==> config.mk <==
export PLATFORM = sky130hd
export DESIGN_NAME = parent_pointer_tree_table_unit
export DESIGN_NICKNAME = d
export VERILOG_FILES = /design/src/design/ppt_pkg.sv /design/src/design/parent_pointer_tree_table_unit.sv
export SDC_FILE = /design/constraint.sdc
export NUM_CORES = 1
export LEC_CHECK = 0
export BUFFER_PORTS_ARGS = -buffer_cell sky130_fd_sc_hd__buf_4
export CORE_ASPECT_RATIO = 1.1
export CORE_MARGIN = 2
export CORE_UTILIZATION = 54
export CTS_CLUSTER_SIZE = 14
export DETAILED_ROUTE_END_ITERATION = 10
export HOLD_SLACK_MARGIN = 0.15
export MAX_ROUTING_LAYER = met4
export PLACE_DENSITY = 0.79
export SLEW_MARGIN = 25
export SYNTH_ARGS = -nofsm -noshare
export SYNTH_HDL_FRONTEND = slang
export SYNTH_SLANG_ARGS = --single-unit
==> constraint.sdc <==
create_clock -name clk_i -period 2.2 [get_ports clk_i]
set_input_delay 0.55 -clock clk_i [delete_from_list [all_inputs] [get_ports clk_i]]
set_output_delay 0.55 -clock clk_i [all_outputs]
set_load 0.02 [all_outputs]
==> src/design/ppt_pkg.sv <==
// ----------------------------------------------------------------------------
// Parent pointer tree table package
// Shared codes and field widths for the parent pointer tree table unit.
// ----------------------------------------------------------------------------
package ppt_pkg;

  localparam int unsigned FieldW = 5;

  typedef logic [1:0]        op_t;
  typedef logic [FieldW-1:0] node_t;
  typedef logic signed [FieldW-1:0] entry_t;

  localparam op_t OP_INSERT = 2'd0;
  localparam op_t OP_CLEAR  = 2'd1;
  localparam op_t OP_QUERY  = 2'd2;

  localparam entry_t EMPTY_CODE = -5'sd2;
  localparam entry_t ROOT_CODE  = -5'sd1;

endpackage

==> src/design/parent_pointer_tree_table_unit.sv <==
// Insert, clear and unused words are accepted while idle; ready stays high.
// A query holds ready low while it scans the table, one entry a cycle, and
// then passes the last and done states; the next word is taken back in idle.
// The result word is held in an output register until taken; a word still
// waiting there holds the next query back.
// Reset empties the table at once through per-entry valid bits.
// ----------------------------------------------------------------------------
// Parent pointer tree table unit
// Table of parent pointers with insert, clear and a scanning query that
// reports parent, first child and next sibling of a node and the first root entry.
// ----------------------------------------------------------------------------
module parent_pointer_tree_table_unit #(
  parameter int unsigned NODE_COUNT = 16
) (
  input  logic                    clk_i,
  input  logic                    rst_ni,
  input  logic                    in_valid_i,
  output logic                    in_ready_o,
  input  ppt_pkg::op_t            op_i,
  input  ppt_pkg::node_t          node_i,
  input  ppt_pkg::entry_t         new_parent_i,
  output logic                    out_valid_o,
  input  logic                    out_ready_i,
  output ppt_pkg::entry_t         parent_of_node_o,
  output ppt_pkg::entry_t         first_child_o,
  output ppt_pkg::entry_t         next_sibling_o,
  output ppt_pkg::entry_t         root_node_o
);

  localparam int unsigned IdxW = (NODE_COUNT > 1) ? $clog2(NODE_COUNT) : 1;
  localparam ppt_pkg::node_t NodeLim = ppt_pkg::node_t'(NODE_COUNT);

  typedef enum logic [1:0] {
    ST_IDLE,
    ST_SCAN,
    ST_LAST,
    ST_DONE
  } state_e;

  state_e state_q;

  ppt_pkg::entry_t mem [NODE_COUNT];
  logic [NODE_COUNT-1:0] valid_q;

  logic [IdxW-1:0] cnt_q;
  logic [IdxW-1:0] rd_idx_q;
  ppt_pkg::entry_t rd_q;
  logic            rd_ok_q;
  logic            rd_vld_q;
  ppt_pkg::node_t  node_q;

  ppt_pkg::entry_t par_q, lc_q, rs_q, rt_q;
  logic            lc_fnd_q, rs_fnd_q, rt_fnd_q;

  logic            out_valid_q;
  ppt_pkg::entry_t par_out_q, lc_out_q, rs_out_q, rt_out_q;

  logic            in_fire;
  logic            wr_en;
  ppt_pkg::entry_t ent;
  ppt_pkg::node_t  rd_node;
  ppt_pkg::entry_t rd_idx_s;
  logic            hit_node, hit_child, hit_sib, hit_root;

  assign in_ready_o = (state_q == ST_IDLE);
  assign in_fire    = in_valid_i && in_ready_o;
  assign wr_en      = in_fire && (op_i == ppt_pkg::OP_INSERT) && (node_i < NodeLim);

  assign ent       = rd_ok_q ? rd_q : ppt_pkg::EMPTY_CODE;
  assign rd_node   = ppt_pkg::node_t'(rd_idx_q);
  assign rd_idx_s  = ppt_pkg::entry_t'(rd_idx_q);
  assign hit_node  = rd_vld_q && (rd_node == node_q);
  assign hit_child = rd_vld_q && !lc_fnd_q && ({ent[4], ent} == {1'b0, node_q});
  assign hit_sib   = rd_vld_q && !rs_fnd_q && (rd_node > node_q) && (ent == par_q);
  assign hit_root  = rd_vld_q && !rt_fnd_q && (ent == ppt_pkg::ROOT_CODE);

  always_ff @(posedge clk_i) begin
    if (wr_en) begin
      mem[node_i[IdxW-1:0]] <= new_parent_i;
    end
    rd_q <= mem[cnt_q];
  end

  always_ff @(posedge clk_i or negedge rst_ni) begin
    if (!rst_ni) begin
      valid_q <= '0;
      rd_ok_q <= 1'b0;
    end else begin
      rd_ok_q <= valid_q[cnt_q];
      if (in_fire && (op_i == ppt_pkg::OP_CLEAR)) begin
        valid_q <= '0;
      end else if (wr_en) begin
        valid_q[node_i[IdxW-1:0]] <= 1'b1;
      end
    end
  end

  always_ff @(posedge clk_i or negedge rst_ni) begin
    if (!rst_ni) begin
      state_q     <= ST_IDLE;
      cnt_q       <= '0;
      rd_idx_q    <= '0;
      rd_vld_q    <= 1'b0;
      node_q      <= '0;
      par_q       <= ppt_pkg::EMPTY_CODE;
      lc_q        <= ppt_pkg::EMPTY_CODE;
      rs_q        <= ppt_pkg::EMPTY_CODE;
      rt_q        <= ppt_pkg::EMPTY_CODE;
      lc_fnd_q    <= 1'b0;
      rs_fnd_q    <= 1'b0;
      rt_fnd_q    <= 1'b0;
      out_valid_q <= 1'b0;
      par_out_q   <= ppt_pkg::EMPTY_CODE;
      lc_out_q    <= ppt_pkg::EMPTY_CODE;
      rs_out_q    <= ppt_pkg::EMPTY_CODE;
      rt_out_q    <= ppt_pkg::EMPTY_CODE;
    end else begin
      rd_vld_q <= (state_q == ST_SCAN);
      rd_idx_q <= cnt_q;
      if (out_valid_q && out_ready_i && (state_q != ST_DONE)) begin
        out_valid_q <= 1'b0;
      end
      if (hit_node) begin
        par_q <= ent;
      end
      if (hit_child) begin
        lc_q     <= rd_idx_s;
        lc_fnd_q <= 1'b1;
      end
      if (hit_sib) begin
        rs_q     <= rd_idx_s;
        rs_fnd_q <= 1'b1;
      end
      if (hit_root) begin
        rt_q     <= rd_idx_s;
        rt_fnd_q <= 1'b1;
      end
      case (state_q)
        ST_IDLE: begin
          cnt_q <= '0;
          if (in_fire && (op_i == ppt_pkg::OP_QUERY)) begin
            node_q   <= node_i;
            par_q    <= ppt_pkg::EMPTY_CODE;
            lc_q     <= ppt_pkg::EMPTY_CODE;
            rs_q     <= ppt_pkg::EMPTY_CODE;
            rt_q     <= ppt_pkg::EMPTY_CODE;
            lc_fnd_q <= 1'b0;
            rs_fnd_q <= 1'b0;
            rt_fnd_q <= 1'b0;
            state_q  <= ST_SCAN;
          end
        end
        ST_SCAN: begin
          if (cnt_q == IdxW'(NODE_COUNT - 1)) begin
            state_q <= ST_LAST;
          end else begin
            cnt_q <= cnt_q + 1'b1;
          end
        end
        ST_LAST: begin
          state_q <= ST_DONE;
        end
        ST_DONE: begin
          if (!out_valid_q || out_ready_i) begin
            out_valid_q <= 1'b1;
            par_out_q   <= par_q;
            lc_out_q    <= lc_q;
            rs_out_q    <= rs_q;
            rt_out_q    <= rt_q;
            state_q     <= ST_IDLE;
          end
        end
        default: begin
          state_q <= ST_IDLE;
        end
      endcase
    end
  end

  assign out_valid_o      = out_valid_q;
  assign parent_of_node_o = par_out_q;
  assign first_child_o    = lc_out_q;
  assign next_sibling_o   = rs_out_q;
  assign root_node_o      = rt_out_q;

  a_query_busy: assert property (@(posedge clk_i) disable iff (!rst_ni)
    (in_fire && (op_i == ppt_pkg::OP_QUERY)) |=> !in_ready_o)
    else $error("ready still high after query accept");

  a_clear_empties: assert property (@(posedge clk_i) disable iff (!rst_ni)
    (in_fire && (op_i == ppt_pkg::OP_CLEAR)) |=> (valid_q == '0))
    else $error("clear left valid entries");

  a_root_range: assert property (@(posedge clk_i) disable iff (!rst_ni)
    out_valid_o |-> ((root_node_o == ppt_pkg::EMPTY_CODE) ||
                     (!root_node_o[4] && (ppt_pkg::node_t'(root_node_o) < NodeLim))))
    else $error("root index out of range");

  a_child_range: assert property (@(posedge clk_i) disable iff (!rst_ni)
    out_valid_o |-> ((first_child_o == ppt_pkg::EMPTY_CODE) ||
                     (!first_child_o[4] &&
                      (ppt_pkg::node_t'(first_child_o) < NodeLim))))
    else $error("child index out of range");

  a_sib_range: assert property (@(posedge clk_i) disable iff (!rst_ni)
    out_valid_o |-> ((next_sibling_o == ppt_pkg::EMPTY_CODE) ||
                     (!next_sibling_o[4] &&
                      (ppt_pkg::node_t'(next_sibling_o) < NodeLim))))
    else $error("sibling index out of range");

endmodule

==> impl_results.rst, run 1 <==
.. list-table::
   :header-rows: 1

   * - Metric
     - Value
   * - Fin crit share
     - 91.5%
   * - Full die area
     - between 10000 and 15000 µm²
   * - Antenna diode count
     - 0
   * - Mapped Nets
     - 445
   * - Area inside the core boundary
     - 12000 µm²
   * - Postcts setup bufs
     - 0
   * - Most frequently used flop master after synthesis
     - sky130_fd_sc_hd__edfxtp_1
   * - Max-slew violations
     - 0
   * - Layout Area Growth over Synthesis
     - 19.2%
   * - Die extent in x
     - roughly 110 µm
   * - Power Density
     - between 1000 and 1500 nW/µm²
   * - Chip Height
     - 120 µm
   * - Sequential cell area fraction in the yosys report
     - approximately two thirds
   * - Port bufs
     - 37
   * - Number of DRC violations after detailed-routing iteration 0
     - ~300
   * - RSZ-0062 raised after global routing
     - no
   * - Maximum fanout count along the critical path
     - 6
   * - Remaining design rule violation count
     - 0
   * - Post-synthesis share of cell area spent on and, or, nand and nor gates
     - under 10%
   * - Area of the mapped netlist
     - about 6700 µm²
   * - Area fraction in compound gates after synthesis
     - 4.74%
   * - Most common cell after layout, fill and taps aside
     - sky130_fd_sc_hd__edfxtp_1
   * - Pin slew with the least headroom to its limit
     - between 0.6 and 0.7 ns
   * - Total global-route track usage
     - between 20 and 25%
   * - Power Total
     - approximately 9.5 mW
   * - Antenna violations before repair
     - 0
   * - Synth Area in Adders
     - ~1.7%
   * - Top cells by area, synth
     - sky130_fd_sc_hd__edfxtp_1, sky130_fd_sc_hd__dfrtp_1, sky130_fd_sc_hd__dfstp_2, sky130_fd_sc_hd__mux4_2, sky130_fd_sc_hd__mux2_2
   * - Clock transition at the register clock pins on the worst setup and hold paths after CTS
     - about 0.06 ns
   * - Portion of netlist area occupied by mux cells
     - around 15%
   * - Final setup skew
     - 0.00634 ns
   * - Final Hold Fails
     - 0
   * - Minimum period implied by the final worst setup slack
     - 2.01 ns
   * - Critical path launch point type
     - register
   * - Share of the synthesized area in the top cell type
     - between 30 and 40%
   * - H-Tree Depth
     - 4
   * - RD Place Congestion
     - around 0.84
   * - Arrival time reported for the critical path endpoint
     - about 2.2 ns
   * - Initial cell density of the core
     - between 50% and 60%
   * - Total iterations of the first detailed-routing run
     - 4
   * - Async SR Flop Fraction
     - a little under half
   * - Register-to-register setup slack
     - 0.19 ns
   * - Synth Warn #
     - 0
   * - Buffer cell driving the clock tree root
     - sky130_fd_sc_hd__clkbuf_16
   * - Number of top-level design ports
     - 38
   * - Worst min-delay path category
     - input pin to register
   * - Post-synthesis instance total
     - 420
   * - Relative slew margins
     - slightly below 60%
   * - Row cnt
     - between 40 and 50
   * - Highest clock frequency the design can meet
     - about 500 MHz
   * - Latest clock arrival within the worst-skew pair
     - between 0.4 and 0.5 ns
   * - Run status
     - completed
   * - Clock tree from TritonCTS
     - done
   * - Worst endpoint required time
     - roughly 2.3 ns
   * - Number of nets with antenna violations after detailed routing
     - 0
   * - Number of enable flip-flop cells after synthesis
     - 80
   * - Critical Path Sink Type
     - register
   * - Max clock buf depth
     - 2
   * - Commonest cells after routing, fill and taps aside
     - sky130_fd_sc_hd__edfxtp_1, sky130_fd_sc_hd__buf_4, sky130_fd_sc_hd__dfrtp_1
   * - Total negative slack for setup checks
     - 0 ns
   * - Maximum capacitance violations
     - 0
   * - FF+latch count, synth
     - roughly 160
   * - Share of post-route cells with drive strength above 1
     - 37.1%
   * - Number of buffers inserted during clock tree synthesis
     - 17
   * - IR drop worst, VDD
     - 0.000718 V
   * - Via count of the first global-routing pass
     - ~3900
   * - Average via count per standard cell
     - around 5.7
   * - First-pass GRT wire length
     - a little over 20000 µm
   * - Xor-xnor portion of the synthesized cell area
     - less than 1%
   * - Setup violators final
     - 0
   * - Wire length per cell
     - slightly below 20 µm
   * - Cell type contributing the most total cell area after synthesis
     - sky130_fd_sc_hd__edfxtp_1
   * - Maximum number of pins on one net before global-route repair
     - between 40 and 50
   * - Count of different cell masters after synthesis
     - 46
   * - GRT overflow
     - 0
   * - Dominant combinational cell family by area after synthesis
     - multiplexers
   * - WS Path Type
     - register to register
   * - Synthesized area per cell
     - 15.8 µm²
   * - DR vias
     - ~3800
   * - Final net count
     - 513
   * - Leakage power summed over all cells
     - slightly above 3 nW
   * - Total length of routed wires
     - around 13000 µm
   * - Clock net sink count
     - 162
   * - DP Wirelength
     - about 8600 µm
[Yosys cell counts, drive strengths merged (3+ instances only)]
library cell  number
edfxtp            80
dfrtp             45
dfstp             32
nor2              32
mux4              30
nand2             27
mux2              19
o21a              18
o21ai             14
inv               13
mux2i             13
buf               11
ha                 9
clkbuf             8
nand2b             8
nand3              6
nor2b              6
dfxtp              5
nor3               5
a21oi              4
xnor2              4
nand4              3
nand4b             3
nor4               3
o211ai             3
[layout make-up]
cell class / count / area [µm²]
Clock inverter: 13 / 185
Clock buffer: 19 / 443
Tap cell: 154 / 193
Fill cell: 802 / 4110
Multi-Input combinational cell: 226 / 2040
Inverter: 13 / 48.8
Timing Repair Buffer: 68 / 551
Sequential cell: 162 / 4470
[metrics by stage]
stage | instance area (µm²) | utilization, % | setup slack, ns | cells | hold slack (ns)
after global routing | 7930 | 65.9 | 0.0556 | 655 | 0.363
after floorplan | 6660 | - | 0.0714 | 420 | 0.254
after global placement | 7290 | 60.6 | 0.0624 | 622 | 0.467
after CTS | 7930 | 65.9 | 0.171 | 655 | 0.349
after detailed placement | 7290 | 60.6 | 0.0150 | 622 | 0.471
final | 7930 | 65.9 | 0.187 | 655 | 0.359
[routing by layer]
layer  share of wire [%]  track usage [%]
met1                  42             27.5
met2                  51             34.9
met3                 4.5             5.93
met4                 2.6             9.02
met5                   0                -
[worst max-delay path: stages (launching register included)]
cell,delay (ns)
sky130_fd_sc_hd__dfrtp_1,0.41
sky130_fd_sc_hd__inv_1,0.11
sky130_fd_sc_hd__ha_2,0.19
sky130_fd_sc_hd__and3_1,0.21
sky130_fd_sc_hd__or3b_2,0.52
sky130_fd_sc_hd__nor3_2,0.12
sky130_fd_sc_hd__buf_4,0.17
[power by group]
part           switching, mW  internal (mW)
logic                   1.17           1.16
clock network           1.15           1.93
registers              0.357           3.74
[what timing repair did]
action                    CTS  global route
resized for setup           0             0
hold endpoints to repair   13             0
hold buffers                1             0
[registers in the layout, indices dropped and copies added (netlist names)]
register          count
parent_of_node_o      5
rt_q                  5
rs_fnd_q              1
next_sibling_o        5
root_node_o           5
rd_idx_q              4
cnt_q                 4
lc_q                  5
state_q               2
par_q                 5
valid_q              16
rs_q                  5
mem                  80
lc_fnd_q              1
rt_fnd_q              1
rd_ok_q               1
out_valid_o           1
rd_q                  5
rd_vld_q              1
node_q                5
first_child_o         5
[cells by family after synthesis]
| logic type | after synthesis |
|---|---|
| adder cells (fa/ha/maj) | 9 |
| buffers and inverters | 32 |
| flip-flops | 162 |
| XOR/XNOR | 6 |
| multiplexers | 62 |
| AO/OA/AOI/OAI | 47 |
| AND/OR/NAND/NOR | 102 |
[path summary, 6_finish.rpt]
check	to	start	depth (start not counted)
min in group asynchronous	out_valid_o	rst_ni	2
worst max register to register	mem[0][3]	state_q[0]	6
max in group asynchronous	lc_q[2]	rst_ni	3
worst min register to register	rt_q[4]	rt_q[4]	2
worst max-delay path	mem[0][3]	state_q[0]	6
worst min-delay path	node_q[4]	node_i[4]	3
(Power assumes the default switching activity.)
==> run 2: changes to the inputs <==
--- a/config.mk
+++ b/config.mk
@@ -8,12 +8,12 @@
 export BUFFER_PORTS_ARGS = -buffer_cell sky130_fd_sc_hd__buf_4
 export CORE_ASPECT_RATIO = 1.1
 export CORE_MARGIN = 2
-export CORE_UTILIZATION = 54
+export CORE_UTILIZATION = 50
 export CTS_CLUSTER_SIZE = 14
 export DETAILED_ROUTE_END_ITERATION = 10
 export HOLD_SLACK_MARGIN = 0.15
 export MAX_ROUTING_LAYER = met4
-export PLACE_DENSITY = 0.79
+export PLACE_DENSITY = 0.74
 export SLEW_MARGIN = 25
 export SYNTH_ARGS = -nofsm -noshare
 export SYNTH_HDL_FRONTEND = slang
==> impl_results.rst, run 2 (same netlist as run 1, synthesis figures left out) <==
.. list-table::
   :header-rows: 1

   * - Metric
     - Value
   * - Run status
     - completed
   * - RSZ-0062 raised after global routing
     - no
   * - Number of flip-flops under the largest register name
     - 80
   * - Worst hold start
     - node_i[4]
   * - DP Wirelength
     - about 9000 µm
   * - Highest clock frequency the design can meet
     - 486 MHz
   * - RD Place Congestion
     - 0.807
   * - Commonest cells after routing, fill and taps aside
     - sky130_fd_sc_hd__edfxtp_1, sky130_fd_sc_hd__buf_4, sky130_fd_sc_hd__dfrtp_1
   * - Clock tree from TritonCTS
     - done
   * - Reg-to-reg startpoint
     - node_q[3]
   * - Share of post-route cells with drive strength above 1
     - between 30% and 40%
   * - Max clock buf depth
     - 2
   * - Average via count per standard cell
     - ~5.6
   * - Fillers
     - around 980
   * - Final net count
     - ~510
   * - Buffer cell driving the clock tree root
     - sky130_fd_sc_hd__clkbuf_16
   * - Register-to-register setup slack
     - between 0.1 and 0.15 ns
   * - H-Tree Depth
     - 4
   * - Initial cell density of the core
     - about half
   * - Die extent in x
     - 114 µm
   * - Power Total
     - between 9 and 10 mW
   * - First-pass GRT wire length
     - between 20000 and 25000 µm
   * - Total negative slack for setup checks
     - 0 ns
   * - Maximum capacitance violations
     - 0
   * - Critical Path Sink Type
     - register
   * - Worst endpoint required time
     - approximately 2.6 ns
   * - Most common cell after layout, fill and taps aside
     - sky130_fd_sc_hd__edfxtp_1
   * - Antenna violations before repair
     - 0
   * - Chip Height
     - about 120 µm
   * - Post-Route Hold Slack
     - ~0.34 ns
   * - Clock transition at the register clock pins on the worst setup and hold paths after CTS
     - around 0.06 ns
   * - Post-route worst setup slack
     - 0.143 ns
   * - Row cnt
     - 44
   * - Number of nets with antenna violations after detailed routing
     - 0
   * - WS Path Type
     - register to register
   * - GRT overflow
     - 0
   * - Placement-stage cell area
     - about 7300 µm²
   * - Max-slew violations
     - 0
   * - Total length of routed wires
     - 13100 µm
   * - Maximum fanout count along the critical path
     - 6
   * - Arrival time reported for the critical path endpoint
     - 2.40 ns
   * - Launch point of the critical path
     - node_q[3]
   * - IR drop worst, VDD
     - around 0.00066 V
   * - Via count of the first global-routing pass
     - 3912
   * - Worst min-delay path category
     - input pin to register
   * - End of the worst register-to-register path
     - rs_q[3]
   * - Layout Area Growth over Synthesis
     - 18.4%
   * - Number of instances on the worst hold path
     - 3
   * - Full die area
     - between 10000 and 15000 µm²
   * - Postcts setup bufs
     - 0
   * - Setup violators final
     - 0
   * - Minimum period implied by the final worst setup slack
     - about 2.1 ns
   * - Fin crit share
     - just over 90%
   * - Placement Setup Slack
     - ~0.042 ns
   * - Leakage power summed over all cells
     - roughly 3.0 nW
   * - Number of cells in the finished layout apart from fillers
     - 661
   * - Placed insts
     - roughly 630
   * - Capturing element of the worst setup path
     - rs_q[3]
   * - Cell count of the worst reg-to-reg path
     - 8
   * - Maximum number of pins on one net before global-route repair
     - 40
   * - Pin slew with the least headroom to its limit
     - about 0.6 ns
   * - DR vias
     - 3678
   * - Final setup skew
     - 0.00811 ns
   * - Port bufs
     - 37
   * - Finished Core Util
     - 60.1%
   * - Remaining design rule violation count
     - 0
   * - Final Hold Fails
     - 0
   * - Area of all placed cells without fillers
     - slightly below 8000 µm²
   * - Total iterations of the first detailed-routing run
     - 4
   * - Relative slew margins
     - between 60% and 70%
   * - Number of top-level design ports
     - 38
   * - Area inside the core boundary
     - approximately 13000 µm²
   * - Latest clock arrival within the worst-skew pair
     - between 0.4 and 0.5 ns
   * - Wire length per cell
     - between 15 and 20 µm
   * - Number of DRC violations after detailed-routing iteration 0
     - 320
   * - Power Density
     - approximately 1200 nW/µm²
   * - Critical path launch point type
     - register
   * - Total global-route track usage
     - between 20% and 30%
   * - Clock net sink count
     - 162
   * - Antenna diode count
     - 0
   * - Number of buffers inserted during clock tree synthesis
     - 17
[run 2: report_power, final]
group | internal, mW | total, mW | switching [mW]
clock network | 1.66 | 2.82 | 1.16
registers | 3.74 | 4.10 | 0.354
logic | 1.17 | 2.34 | 1.18
total | 6.57 | 9.26 | 2.69
[run 2: layout make-up]
type                       count  area, µm²  share of cell area (%)
tap                          161        201                    2.56
clock buffer                  18        429                    5.45
inverter                      13       48.8                   0.620
timing repair buffer          67        543                    6.90
clock inverter                14        139                    1.76
sequential                   162       4470                    56.8
multi-input combinational    226       2040                    25.9
[run 2: how the worst min path moves through the flow]
| stage | end | slack [ns] |
|---|---|---|
| after CTS | node_q[4] | 0.32 |
| after detailed placement | parent_of_node_o[0] | 0.48 |
| after global placement | valid_q[5] | 0.47 |
| final | node_q[4] | 0.34 |
| after global routing | node_q[4] | 0.36 |
| after floorplan | cnt_q[0] | 0.25 |
[run 2: metal layers]
layer / track usage (%) / part of all wire, % / vias up / routed length, µm
met4: 7.17 / 2.4 / 0 / 312
li1: - / - / 1702 / -
met5: - / 0 / - / 0
met3: 6.01 / 4.2 / 25 / 555
met1: 26.2 / 43 / 1863 / 5570
met2: 32.6 / 51 / 88 / 6640
[run 2: what timing repair did]
action | in CTS | in global routing
hold endpoints to repair | 31 | 0
setup endpoints to repair | 0 | 1
resized for setup | 0 | 1
hold buffers | 1 | 0
[run 2: worst max-delay path, stage by stage (launching register included)]
cell and delay, ns:
sky130_fd_sc_hd__dfrtp_1 0.37, sky130_fd_sc_hd__inv_1 0.07, sky130_fd_sc_hd__ha_1 0.29, sky130_fd_sc_hd__and3b_1 0.21
sky130_fd_sc_hd__o21a_1 0.13, sky130_fd_sc_hd__o2111ai_1 0.20, sky130_fd_sc_hd__nor4_4 0.30, sky130_fd_sc_hd__buf_4 0.20
sky130_fd_sc_hd__mux2i_1 0.20
